<file path="src/rtl/assert_macros.svh">
// Assertion macros for the RTL of the hold-and-modify decoder, used by hpd_decode.
// Each macro checks one property at the rising clock edge, disabled in reset.
`ifndef ASSERT_MACROS_SVH
`define ASSERT_MACROS_SVH

// Same-cycle implication.
`define ASSERT_SAME(lbl, clk, rstn, ante, cons) \
    lbl: assert property (@(posedge clk) disable iff (!(rstn)) (ante) |-> (cons)) \
        else $error("assertion failed: same-cycle implication");

// Next-cycle implication.
`define ASSERT_NEXT(lbl, clk, rstn, ante, cons) \
    lbl: assert property (@(posedge clk) disable iff (!(rstn)) (ante) |=> (cons)) \
        else $error("assertion failed: next-cycle implication");

`endif

</file>
<file path="src/rtl/hpd_pkg.sv">
// Shared types, constants and functions of the hold-and-modify decoder.
// No dependencies; used by every module under rtl.
`timescale 1ns / 1ps
`default_nettype none

package hpd_pkg;

    localparam int PALETTE_ENTRIES = 16;
    localparam int PLANES          = 8;
    localparam int PIXELS          = 8;
    localparam int COLOR_W         = 12;
    localparam int IDX_W           = $clog2(PALETTE_ENTRIES);
    localparam int PIX_CNT_W       = $clog2(PIXELS);
    localparam int PCOUNT_W        = 4;

    localparam logic [PCOUNT_W-1:0] PLANE_COUNT_RESET = 4'd8;

    // Configuration register addresses (word index)
    localparam logic CFG_PLANE_COUNT = 1'b0;

    // Control nibble codes
    localparam logic [3:0] CTRL_PALETTE = 4'd0;
    localparam logic [3:0] CTRL_BLUE    = 4'd1;
    localparam logic [3:0] CTRL_RED     = 4'd2;

    typedef enum logic
    {
        OP_PAL_WRITE = 1'b0,
        OP_DECODE    = 1'b1
    } op_t;

    typedef logic [COLOR_W-1:0] color_t;

    typedef struct packed
    {
        op_t                       op;
        logic [IDX_W-1:0]          palette_index;
        color_t                    palette_color;
        logic                      row_start;
        logic [PLANES-1:0][7:0]    planes;
    } item_t;

    // One decode step: apply the control nibble to the held colour.
    function automatic color_t ham_step(input color_t cur, input logic [7:0] pix,
                                        input color_t pal_col);
        color_t col;
        case (pix[7:4])
            CTRL_PALETTE: col = pal_col;
            CTRL_BLUE:    col = {cur[11:4], pix[3:0]};
            CTRL_RED:     col = {pix[3:0], cur[7:0]};
            default:      col = {cur[11:8], pix[3:0], cur[3:0]};
        endcase
        return col;
    endfunction

    // Byte k carries R bit k as 0x80, G bit k as 0x40, B bit k as 0x30.
    function automatic logic [31:0] pack_color(input color_t c);
        logic [31:0] w;
        w = '0;
        for (int k = 0; k < 4; k++)
        begin
            w[8*k +: 8] = {c[8+k], c[4+k], c[k], c[k], 4'b0000};
        end
        return w;
    endfunction

endpackage

`default_nettype wire

</file>
<file path="src/rtl/hpd_in_stage.sv">
// Input register of the hold-and-modify decoder: captures one request.
// Depends on hpd_pkg; absent planes are zeroed at capture.
`timescale 1ns / 1ps
`default_nettype none

module hpd_in_stage
    import hpd_pkg::*;
(
    input  wire logic                  clk,
    input  wire logic                  rst_n,
    input  wire logic                  in_valid,
    output logic                       in_stall,
    input  wire item_t                 in_item,
    input  wire logic [PCOUNT_W-1:0]   plane_count,
    input  wire logic                  consume,
    output logic                       item_valid,
    output item_t                      item
);

    logic  item_valid_reg, item_valid_next;
    item_t item_reg, item_next;

    assign in_stall = item_valid_reg && !consume;

    always_comb
    begin
        item_valid_next = item_valid_reg;
        item_next       = item_reg;
        if (!in_stall)
        begin
            item_valid_next = in_valid;
        end
        if (in_valid && !in_stall)
        begin
            item_next = in_item;
            // drop planes at or above plane_count
            for (int p = 0; p < PLANES; p++)
            begin
                if (PCOUNT_W'(p) >= plane_count)
                begin
                    item_next.planes[p] = 8'h00;
                end
            end
        end
    end

    always_ff @(posedge clk or negedge rst_n)
    begin
        if (!rst_n)
        begin
            item_valid_reg <= 1'b0;
        end
        else
        begin
            item_valid_reg <= item_valid_next;
        end
    end

    always_ff @(posedge clk)
    begin
        item_reg <= item_next;
    end

    assign item_valid = item_valid_reg;
    assign item       = item_reg;

endmodule

`default_nettype wire

</file>
<file path="src/rtl/hpd_decode.sv">
// Pixel decoder: palette, held colour, pixel counter and result register.
// Depends on hpd_pkg and assert_macros.svh.
`timescale 1ns / 1ps
`default_nettype none
`include "assert_macros.svh"

module hpd_decode
    import hpd_pkg::*;
(
    input  wire logic           clk,
    input  wire logic           rst_n,
    input  wire logic           item_valid,
    input  wire item_t          item,
    output logic                consume,
    output logic                out_valid,
    input  wire logic           out_stall,
    output logic [COLOR_W-1:0]  rgb,
    output logic [31:0]         packed_high,
    output logic [27:0]         packed_low,
    output logic                last
);

    color_t                      palette_reg [PALETTE_ENTRIES];
    color_t                      held_reg, held_next;
    logic   [PIX_CNT_W-1:0]      cnt_reg, cnt_next;
    logic                        out_valid_reg, out_valid_next;
    color_t                      rgb_reg, rgb_next;
    logic   [31:0]               packed_reg, packed_next;
    logic                        last_reg, last_next;

    logic                        out_free;
    logic                        advance;
    logic                        pal_wr;
    logic   [PIX_CNT_W-1:0]      shift;
    logic   [7:0]                pix;
    color_t                      cur;
    color_t                      col;
    logic                        is_last;

    assign out_free = !out_valid_reg || !out_stall;
    assign pal_wr   = item_valid && (item.op == OP_PAL_WRITE);
    assign advance  = item_valid && (item.op == OP_DECODE) && out_free;
    assign is_last  = (cnt_reg == PIX_CNT_W'(PIXELS - 1));
    assign consume  = pal_wr || (advance && is_last);

    // leftmost pixel sits in bit 7
    assign shift = PIX_CNT_W'(PIXELS - 1) - cnt_reg;

    always_comb
    begin
        for (int p = 0; p < PLANES; p++)
        begin
            pix[p] = item.planes[p][shift];
        end
    end

    assign cur = (item.row_start && (cnt_reg == '0)) ? palette_reg[0] : held_reg;
    assign col = ham_step(cur, pix, palette_reg[pix[IDX_W-1:0]]);

    always_comb
    begin
        held_next      = held_reg;
        cnt_next       = cnt_reg;
        out_valid_next = out_valid_reg;
        rgb_next       = rgb_reg;
        packed_next    = packed_reg;
        last_next      = last_reg;
        if (!out_valid_reg || !out_stall)
        begin
            out_valid_next = 1'b0;
        end
        if (advance)
        begin
            held_next      = col;
            cnt_next       = cnt_reg + 1'b1;
            out_valid_next = 1'b1;
            rgb_next       = col;
            packed_next    = pack_color(col);
            last_next      = is_last;
        end
    end

    always_ff @(posedge clk or negedge rst_n)
    begin
        if (!rst_n)
        begin
            held_reg      <= '0;
            cnt_reg       <= '0;
            out_valid_reg <= 1'b0;
            for (int i = 0; i < PALETTE_ENTRIES; i++)
            begin
                palette_reg[i] <= '0;
            end
        end
        else
        begin
            held_reg      <= held_next;
            cnt_reg       <= cnt_next;
            out_valid_reg <= out_valid_next;
            if (pal_wr)
            begin
                palette_reg[item.palette_index] <= item.palette_color;
            end
        end
    end

    always_ff @(posedge clk)
    begin
        rgb_reg    <= rgb_next;
        packed_reg <= packed_next;
        last_reg   <= last_next;
    end

    assign out_valid   = out_valid_reg;
    assign rgb         = rgb_reg;
    assign packed_high = packed_reg;
    assign packed_low  = packed_reg[31:4];
    assign last        = last_reg;

    `ASSERT_SAME(a_pal_wr_between_items, clk, rst_n, pal_wr, cnt_reg == '0)
    `ASSERT_NEXT(a_last_on_final_pixel, clk, rst_n, advance && is_last, last_reg && out_valid_reg)
    `ASSERT_SAME(a_rise_needs_advance, clk, rst_n, $rose(out_valid_reg), $past(advance))

endmodule

`default_nettype wire

</file>
<file path="src/rtl/planar_ham_pixel_decoder.sv">
// Hold-and-modify planar pixel decoder. A palette-write request returns
// nothing. A decode request returns eight pixel results, leftmost first, one
// per cycle while out_stall is low, via the single result register fed by the
// pixel counter. The input register takes the next request once the last pixel
// of the current one is registered, even while it waits downstream. The 16-entry
// palette sits in flip-flops cleared at reset, so there is no clearing pass.
// plane_count lives at byte address 0 of the APB port; write it only while idle.
`timescale 1ns / 1ps
`default_nettype none

module planar_ham_pixel_decoder
    import hpd_pkg::*;
(
    input  wire logic           clk,
    input  wire logic           rst_n,

    // APB configuration port
    input  wire logic           psel,
    input  wire logic           penable,
    input  wire logic           pwrite,
    input  wire logic [2:0]     paddr,
    input  wire logic [31:0]    pwdata,
    output logic [31:0]         prdata,
    output logic                pready,

    // request channel
    input  wire logic           in_valid,
    output logic                in_stall,
    input  wire logic           op,
    input  wire logic [3:0]     palette_index,
    input  wire logic [11:0]    palette_color,
    input  wire logic           row_start,
    input  wire logic [7:0]     plane0_byte,
    input  wire logic [7:0]     plane1_byte,
    input  wire logic [7:0]     plane2_byte,
    input  wire logic [7:0]     plane3_byte,
    input  wire logic [7:0]     plane4_byte,
    input  wire logic [7:0]     plane5_byte,
    input  wire logic [7:0]     plane6_byte,
    input  wire logic [7:0]     plane7_byte,

    // result channel
    output logic                out_valid,
    input  wire logic           out_stall,
    output logic [11:0]         rgb,
    output logic [31:0]         packed_high,
    output logic [27:0]         packed_low,
    output logic                last
);

    logic [PCOUNT_W-1:0] plane_count_reg, plane_count_next;
    logic                cfg_wr;
    item_t               in_item;
    item_t               item;
    logic                item_valid;
    logic                consume;

    // Configuration: one register, word-addressed by paddr[2].
    assign pready = 1'b1;
    assign cfg_wr = psel && penable && pwrite && (paddr[2] == CFG_PLANE_COUNT);

    always_comb
    begin
        plane_count_next = plane_count_reg;
        if (cfg_wr)
        begin
            plane_count_next = pwdata[PCOUNT_W-1:0];
        end
    end

    always_ff @(posedge clk or negedge rst_n)
    begin
        if (!rst_n)
        begin
            plane_count_reg <= PLANE_COUNT_RESET;
        end
        else
        begin
            plane_count_reg <= plane_count_next;
        end
    end

    // Read back plane_count; holes read as zero.
    assign prdata = (paddr[2] == CFG_PLANE_COUNT) ? {28'd0, plane_count_reg} : 32'd0;

    // Gather the request fields; plane k supplies bit k of each pixel.
    always_comb
    begin
        in_item.op            = op_t'(op);
        in_item.palette_index = palette_index;
        in_item.palette_color = palette_color;
        in_item.row_start     = row_start;
        in_item.planes[0]     = plane0_byte;
        in_item.planes[1]     = plane1_byte;
        in_item.planes[2]     = plane2_byte;
        in_item.planes[3]     = plane3_byte;
        in_item.planes[4]     = plane4_byte;
        in_item.planes[5]     = plane5_byte;
        in_item.planes[6]     = plane6_byte;
        in_item.planes[7]     = plane7_byte;
    end

    // Hold one request; advance when the decoder retires it.
    hpd_in_stage u_in_stage
    (
        .clk         (clk),
        .rst_n       (rst_n),
        .in_valid    (in_valid),
        .in_stall    (in_stall),
        .in_item     (in_item),
        .plane_count (plane_count_reg),
        .consume     (consume),
        .item_valid  (item_valid),
        .item        (item)
    );

    // Emit one pixel per cycle from the held request into the result register unless out_stall holds it.
    hpd_decode u_decode
    (
        .clk         (clk),
        .rst_n       (rst_n),
        .item_valid  (item_valid),
        .item        (item),
        .consume     (consume),
        .out_valid   (out_valid),
        .out_stall   (out_stall),
        .rgb         (rgb),
        .packed_high (packed_high),
        .packed_low  (packed_low),
        .last        (last)
    );

endmodule

`default_nettype wire
</file>
<file path="config.mk">
export PLATFORM = sky130hd
export DESIGN_NAME = planar_ham_pixel_decoder
export DESIGN_NICKNAME = d
export VERILOG_FILES = /design/src/rtl/hpd_pkg.sv /design/src/rtl/hpd_in_stage.sv /design/src/rtl/hpd_decode.sv /design/src/rtl/planar_ham_pixel_decoder.sv
export VERILOG_INCLUDE_DIRS = /design/src /design/src/rtl
export SDC_FILE = /design/constraint.sdc
export NUM_CORES = 1
export LEC_CHECK = 0
export BUFFER_PORTS_ARGS = -buffer_cell sky130_fd_sc_hd__buf_2
export CAP_MARGIN = 20
export CELL_PAD_IN_SITES_DETAIL_PLACEMENT = 0
export CELL_PAD_IN_SITES_GLOBAL_PLACEMENT = 1
export CORE_UTILIZATION = 47
export CTS_CLUSTER_SIZE = 8
export DETAILED_ROUTE_END_ITERATION = 8
export PLACE_DENSITY_LB_ADDON = 0.15
export SLEW_MARGIN = 20
export SYNTH_ARGS = -nofsm -noshare
export SYNTH_HDL_FRONTEND = slang
export SYNTH_HIERARCHICAL = 1
export SYNTH_SLANG_ARGS = --single-unit
export TNS_END_PERCENT = 5
</file>
<file path="constraint.sdc">
create_clock -name clk -period 5.21 [get_ports clk]
set_input_delay 1.042 -clock clk [delete_from_list [all_inputs] [get_ports clk]]
set_output_delay 1.042 -clock clk [all_outputs]
set_load 0.01 [all_outputs]
</file>
# == Yosys cells after proc, flatten, opt, wreduce, memory -nomap -nowiden ==
# Cells that the tools add are included.
# totals
register_bits,324
latch_bits,0
mem_bits_rw,0
rom_bits,0
in_bits,124
output_inout_bits,108
elab_cells,104
mem_count,0
# op_classes
n_addsub,2
n_mul,0
div_mod_pow,0
n_lt_le_gt_ge,12
n_eq_ne,3
shift,0
mux,27
bitwise,4
reduce_logical,20
# ops
op,n
$bwmux W192,1
$bmux W12 S4,1
$demux W12 S4,1
$mux W12,4
$pmux W12 S3,1
$bmux W1 S3,8
$ge A3 B4 Y1 const A,4
$logic_and A1 B1 Y1,11
$ge A5 B5 Y1 const B,2
$mux W1,10
$not A4 Y5,2
$ge A1 B4 Y1 const A,2
$ge A2 B4 Y1 const A,2
$lt A5 B1 Y1 const B,1
$eq A4 B1 Y1 const B,1
$eq A4 B2 Y1 const B,1
$logic_not A1 Y1,4
$logic_not A4 Y1,1
$lt A3 B4 Y1 const B,1
$mux W4,1
$add A3 B1 Y3 const B,1
$eq A3 B3 Y1 const B,1
$logic_not A3 Y1,1
$sub A3 B3 Y3 const A,1
3 further kinds,5

# == Logic depth before layout (Yosys ltp) ==
# logic_depth
ltp_word,9
ltp_mapped,11
depth_no_buf,8

# == Modules after synthesis ==
# Netlist, hierarchy kept.
# modules_own_cells
mod,n_inst,cells_each,area_each_um2,seq_area_each_um2
hpd_decode,1,863,11544.8,5595.4
hpd_in_stage,1,160,2994.1,2487.4
planar_ham_pixel_decoder,1,44,430.4,101.3

# == Least setup slack after synthesis ==
# No wires, ideal clock.
# synth_path
path_kind,input-to-reg
start,in out_stall
end,reg u_in_stage.item_reg (netlist bit u_in_stage/item[0]) (enable)
setup_time_ns,0.449
t_arrival_ns,4.048
required_time_ns,4.761
path_slack_ns,0.712
path_stages,6
path_buffers,1
cell_sequence,a21oi_1 > buf_1 > nand2_1 > nand2_1 > nand2b_1 > and2_1
# synth_via
elab_chain_len,9
# synth_lines
element,line_no,text
"start, declared",planar_ham_pixel_decoder.sv:44,"input wire logic out_stall,"
$logic_not A1 Y1,hpd_decode.sv:40,assign out_free = !out_valid_reg || !out_stall;
$logic_or A1 B1 Y1,hpd_decode.sv:40,
$logic_and A1 B1 Y1,hpd_decode.sv:42,assign advance = item_valid && (item.op == OP_DECODE) && out_free;
via u_decode.advance,hpd_decode.sv:32,logic advance;
$logic_and A1 B1 Y1,hpd_decode.sv:44,assign consume = pal_wr || (advance && is_last);
$logic_or A1 B1 Y1,hpd_decode.sv:44,
via consume,planar_ham_pixel_decoder.sv:56,logic consume;
$logic_not A1 Y1,hpd_in_stage.sv:23,assign in_stall = item_valid_reg && !consume;
$logic_and A1 B1 Y1,hpd_in_stage.sv:23,
$logic_not A1 Y1,n/a,
$logic_and A1 B1 Y1,hpd_in_stage.sv:33,if (in_valid && !in_stall)
"end signal, assigned",hpd_in_stage.sv:61,item_reg <= item_next;
"end, declared",hpd_in_stage.sv:21,"item_t item_reg, item_next;"
# The timed path passes the listed nets, and every way through them passes these cells.
# A chain may end at the register's enable or synchronous reset.

# == Final worst setup path ==
# layout_path
start,reg u_decode.cnt_reg[1]
end,reg u_decode.held_reg[5]
# layout_via
elab_chain_len,8
elab_cells_between_ends,28
cone_classes,add/sub: 1; eq/ne: 2; mux: 21; bitwise: 1; reduce/logical: 3
# layout_lines
element,line_no,text
"start, declared",hpd_decode.sv:25,"logic [PIX_CNT_W-1:0] cnt_reg, cnt_next;"
"start signal, assigned",hpd_decode.sv:98,cnt_reg <= cnt_next;
$sub A3 B3 Y3,hpd_decode.sv:47,assign shift = PIX_CNT_W'(PIXELS - 1) - cnt_reg;
$bmux W1 S3,hpd_decode.sv:53,pix[p] = item.planes[p][shift];
$mux W1 (implied by the code),hpd_decode.sv:53,
$not A4 Y5 (implied by the code),hpd_decode.sv:58,"assign col = ham_step(cur, pix, palette_reg[pix[IDX_W-1:0]]);"
$bmux W12 S4,hpd_decode.sv:58,
$mux W12 (implied by the code) (2 in a row),hpd_decode.sv:58,
$pmux W12 S3 (*),hpd_pkg.sv:47,case (pix[7:4])
via u_decode.col[5],hpd_decode.sv:37,color_t col;
"end signal, assigned",hpd_decode.sv:97,held_reg <= held_next;
"end, declared",hpd_decode.sv:24,"color_t held_reg, held_next;"
# Mark *: on every way through the listed nets, which the timed path passes. The rest lies on a longest branch. The select of a mux whose other input is x is not followed.

==> impl_results.md <==
- Core area: 0.03099 mm2
- Share of the synthesized area in the top cell type: 35.44%
- Synth Register Bits: 308
- Period utilisation layout: 73.15%
- Commonest cells in the netlist: 212 x dfrtp_1, 210 x mux2_2, 151 x mux2i_1
- Max_slew headroom: 31.93%
- I/O Pins: 232
- Layout overhead on the synthesized area: 12.50%
- Dpl hpwl: 20850 um
- Antenna Nets Post-Route: 0
- GR Util met2: 32.93%
- CP arrival: 4.22 ns
- Area contributors post-synth: dfrtp_1 35%, edfxtp_1 19%, mux2_2 16%, mux2i_1 10%, buf_4 4.8%
- Critical-path maximum fanout: 42
- N_diodes: 0
- Post-synth EDFFs: 95
- Routability cong.: 0.7840
- CP endpoint kind: flip-flop
- Max Fclk: 262.4 MHz
- CP peak stage delay: 0.80 ns
- Standard-cell row count: 64
- RSZ-0062 raised after global routing: false
- Clock root cell: clkbuf_16
- CTS tree: yes
- Post-CTS setup buffers: 0
- Cell area after layout: 0.01684 mm2
- Crit path kind: flip-flop to flip-flop
- Cells along the critical path: mux4_2, mux2i_4, buf_4, mux2i_1, mux2i_1, mux2i_1, o211ai_1, mux2_2
- Met3 Use GR: 3.032%
- Switching Share: 33.44%
- Final setup fails: 0
- Switching power: 3.261 mW
- Top FF cell, synth: dfrtp_1
- Setup TNS: 0 ns
- # port buffers: 144
- Cell family with most CP delay: multiplexers
- Initial antenna violation count: 0
- Area leader, netlist: dfrtp_1
- Mean post-synth cell area: 14.03 um2
- Placed Area: 0.01562 mm2
- Clk buf depth: 3
- Worst vdd ir: 0.2660 mV
- Worst Hold Class: flip-flop to flip-flop
- Overflow after GRT: 0
- DR vias/cell: 5.363
- Register area share after synthesis: 54.67%
- Busiest layer in global routing: met2
- Part of the power in registers: 37.5%
- Synth Instances: 1067
- Drt pass-1 iters: 4
- Synthesis Warnings: 6
- Pwr Total: 9.753 mW
- Routed wire per std cell: 19.91 um
- Clk pwr share: 26.2%
- Final wirelength: 31940 um
- Met1 usage: 28.35%
- Worst skew pair latency: 0.52 ns
- Clk_skew: 0.01291 ns
- Via count: 8602
- Largest net degree at the start of global routing: 100
- Cts hold-fix bufs: 0
- Critical Path RT: 5.62 ns
- Max-slew violation count: 0
- DRC viols: 0
- FFs w/ async S/R, synth: 69.16%
- Power Dens Cells: 579.1 mW/mm2
- Gate power share: 36.3%
- Fin util: 54.34%
- Most numerous cell in the Yosys netlist: dfrtp_1
- Die Width: 180.5 um
- Final Hold Viols: 0
- CP bufs+invs: 1
- Initial detailed-routing violation count: 520
- Initial core utilization: 48.30%
- Fin crit period: 3.811 ns
- H-tree levels: 2
- Clock slew at reported path FFs: 0.05 ns
- Vias in the first global route: 8756
- Startpoint Class: flip-flop
- Placed cell count: 1534
- P_int: 6.492 mW
- Max stage delay cell, worst path: dfrtp_1
- Distinct cell type count after synthesis: 59
- CTS Sinks: 308
- Layout Nets: 1311
- Synth Cell Area: 0.01497 mm2
- Max FFs per register: 192
- Status: finished clean
- Critical Path Most Common Cell: mux2i_1
- First-pass GRT wire length: 50470 um
- CTS buffer count: 44
- Max Cap Viol: 0
- Die area: 0.03257 mm2
- Share of post-route cells with drive strength above 1: 38.33%
- Pleak: 7.523 nW
- Least-Margin Pin Slew: 1.018 ns
- Cts repair resizes: 0
- Tot GR Track Use: 20.23%
- Non-filler instance count after layout: 1604
- Die Ht: 180.5 um
-- cell families after synthesis --
group | Yosys count | synth area share [%]
xor gates and xnor gates | 2 | 0.1170
other | 3 | 0.07522
AOI/OAI and AO/OA | 62 | 3.118
and+or+nand+nor | 154 | 6.319
buffers and inverters | 151 | 6.687
adders and majority gates | 3 | 0.2508
DFF | 308 | 54.67
muxes | 384 | 28.76
-- placed cells by master, fill, tap and decap left out, types with 7 or more instances in the layout --
cell,synthesis,layout
mux2i_1,151,150
dfrtp_1,212,212
clkbuf_16,0,45
nor2_1,13,12
nand3_1,16,16
clkbuf_1,29,24
buf_4,96,17
o211ai_1,7,7
buf_2,10,143
mux2_2,210,210
a21boi_0,8,8
conb_1,3,57
edfxtp_1,95,95
a22oi_1,18,18
nor2b_1,46,46
nand2_1,31,31
mux4_2,13,13
and2_1,9,8
-- cell type report --
| cell class | instances | area (um2) |
|---|---|---|
| multi-input combinational | 662 | 6041 |
| clock inverter | 1 | 5.005 |
| clock buffer | 69 | 1216 |
| inverter | 6 | 22.52 |
| timing repair buffer | 162 | 877.1 |
| sequential | 308 | 8184 |
| fill | 2627 | 14150 |
| tap | 396 | 495.5 |
-- power groups by stage --
stage | clock network, mW | logic [mW] | registers [mW]
after detailed placement | 0 | 3.57 | 3.70
after CTS | 2.63 | 3.58 | 3.66
after floorplan | 0 | 2.94 | 3.56
after global placement | 0 | 3.54 | 3.67
after global routing | 2.74 | 3.85 | 3.75
final | 2.56 | 3.54 | 3.66
-- routing by layer --
layer	part of all wire, %	vias to the layer above	wire length (um)
met5	0	-	0
met4	1.8	0	573
met3	5.2	45	1652
met2	47	224	15140
met1	46	4349	14570
li1	-	3984	-
-- through the flow --
stage          setup WS, ns  hold slack, ns
2_1_floorplan        0.7124          0.4737
3_3_place_gp          1.345          0.4825
3_5_place_dp          1.334          0.4899
4_1_cts               1.332          0.5020
5_1_grt               1.146          0.5124
6_report              1.399          0.4981
-- final timing paths --
path,start,end,slack (ns),depth (start not counted)
hold / removal,u_decode/palette_reg[124],u_decode/palette_reg[124],0.50,1
hold reg to reg,u_decode/palette_reg[124],u_decode/palette_reg[124],0.50,1
max in group asynchronous,rst_n,u_decode/palette_reg[30],3.44,2
min in group asynchronous,rst_n,u_decode/cnt_reg[2],0.59,1
setup / recovery,u_decode/cnt_reg[1],u_decode/held_reg[5],1.40,8
setup reg to reg,u_decode/cnt_reg[1],u_decode/held_reg[5],1.40,8
No activity file was read; power rests on OpenSTA's default activity.
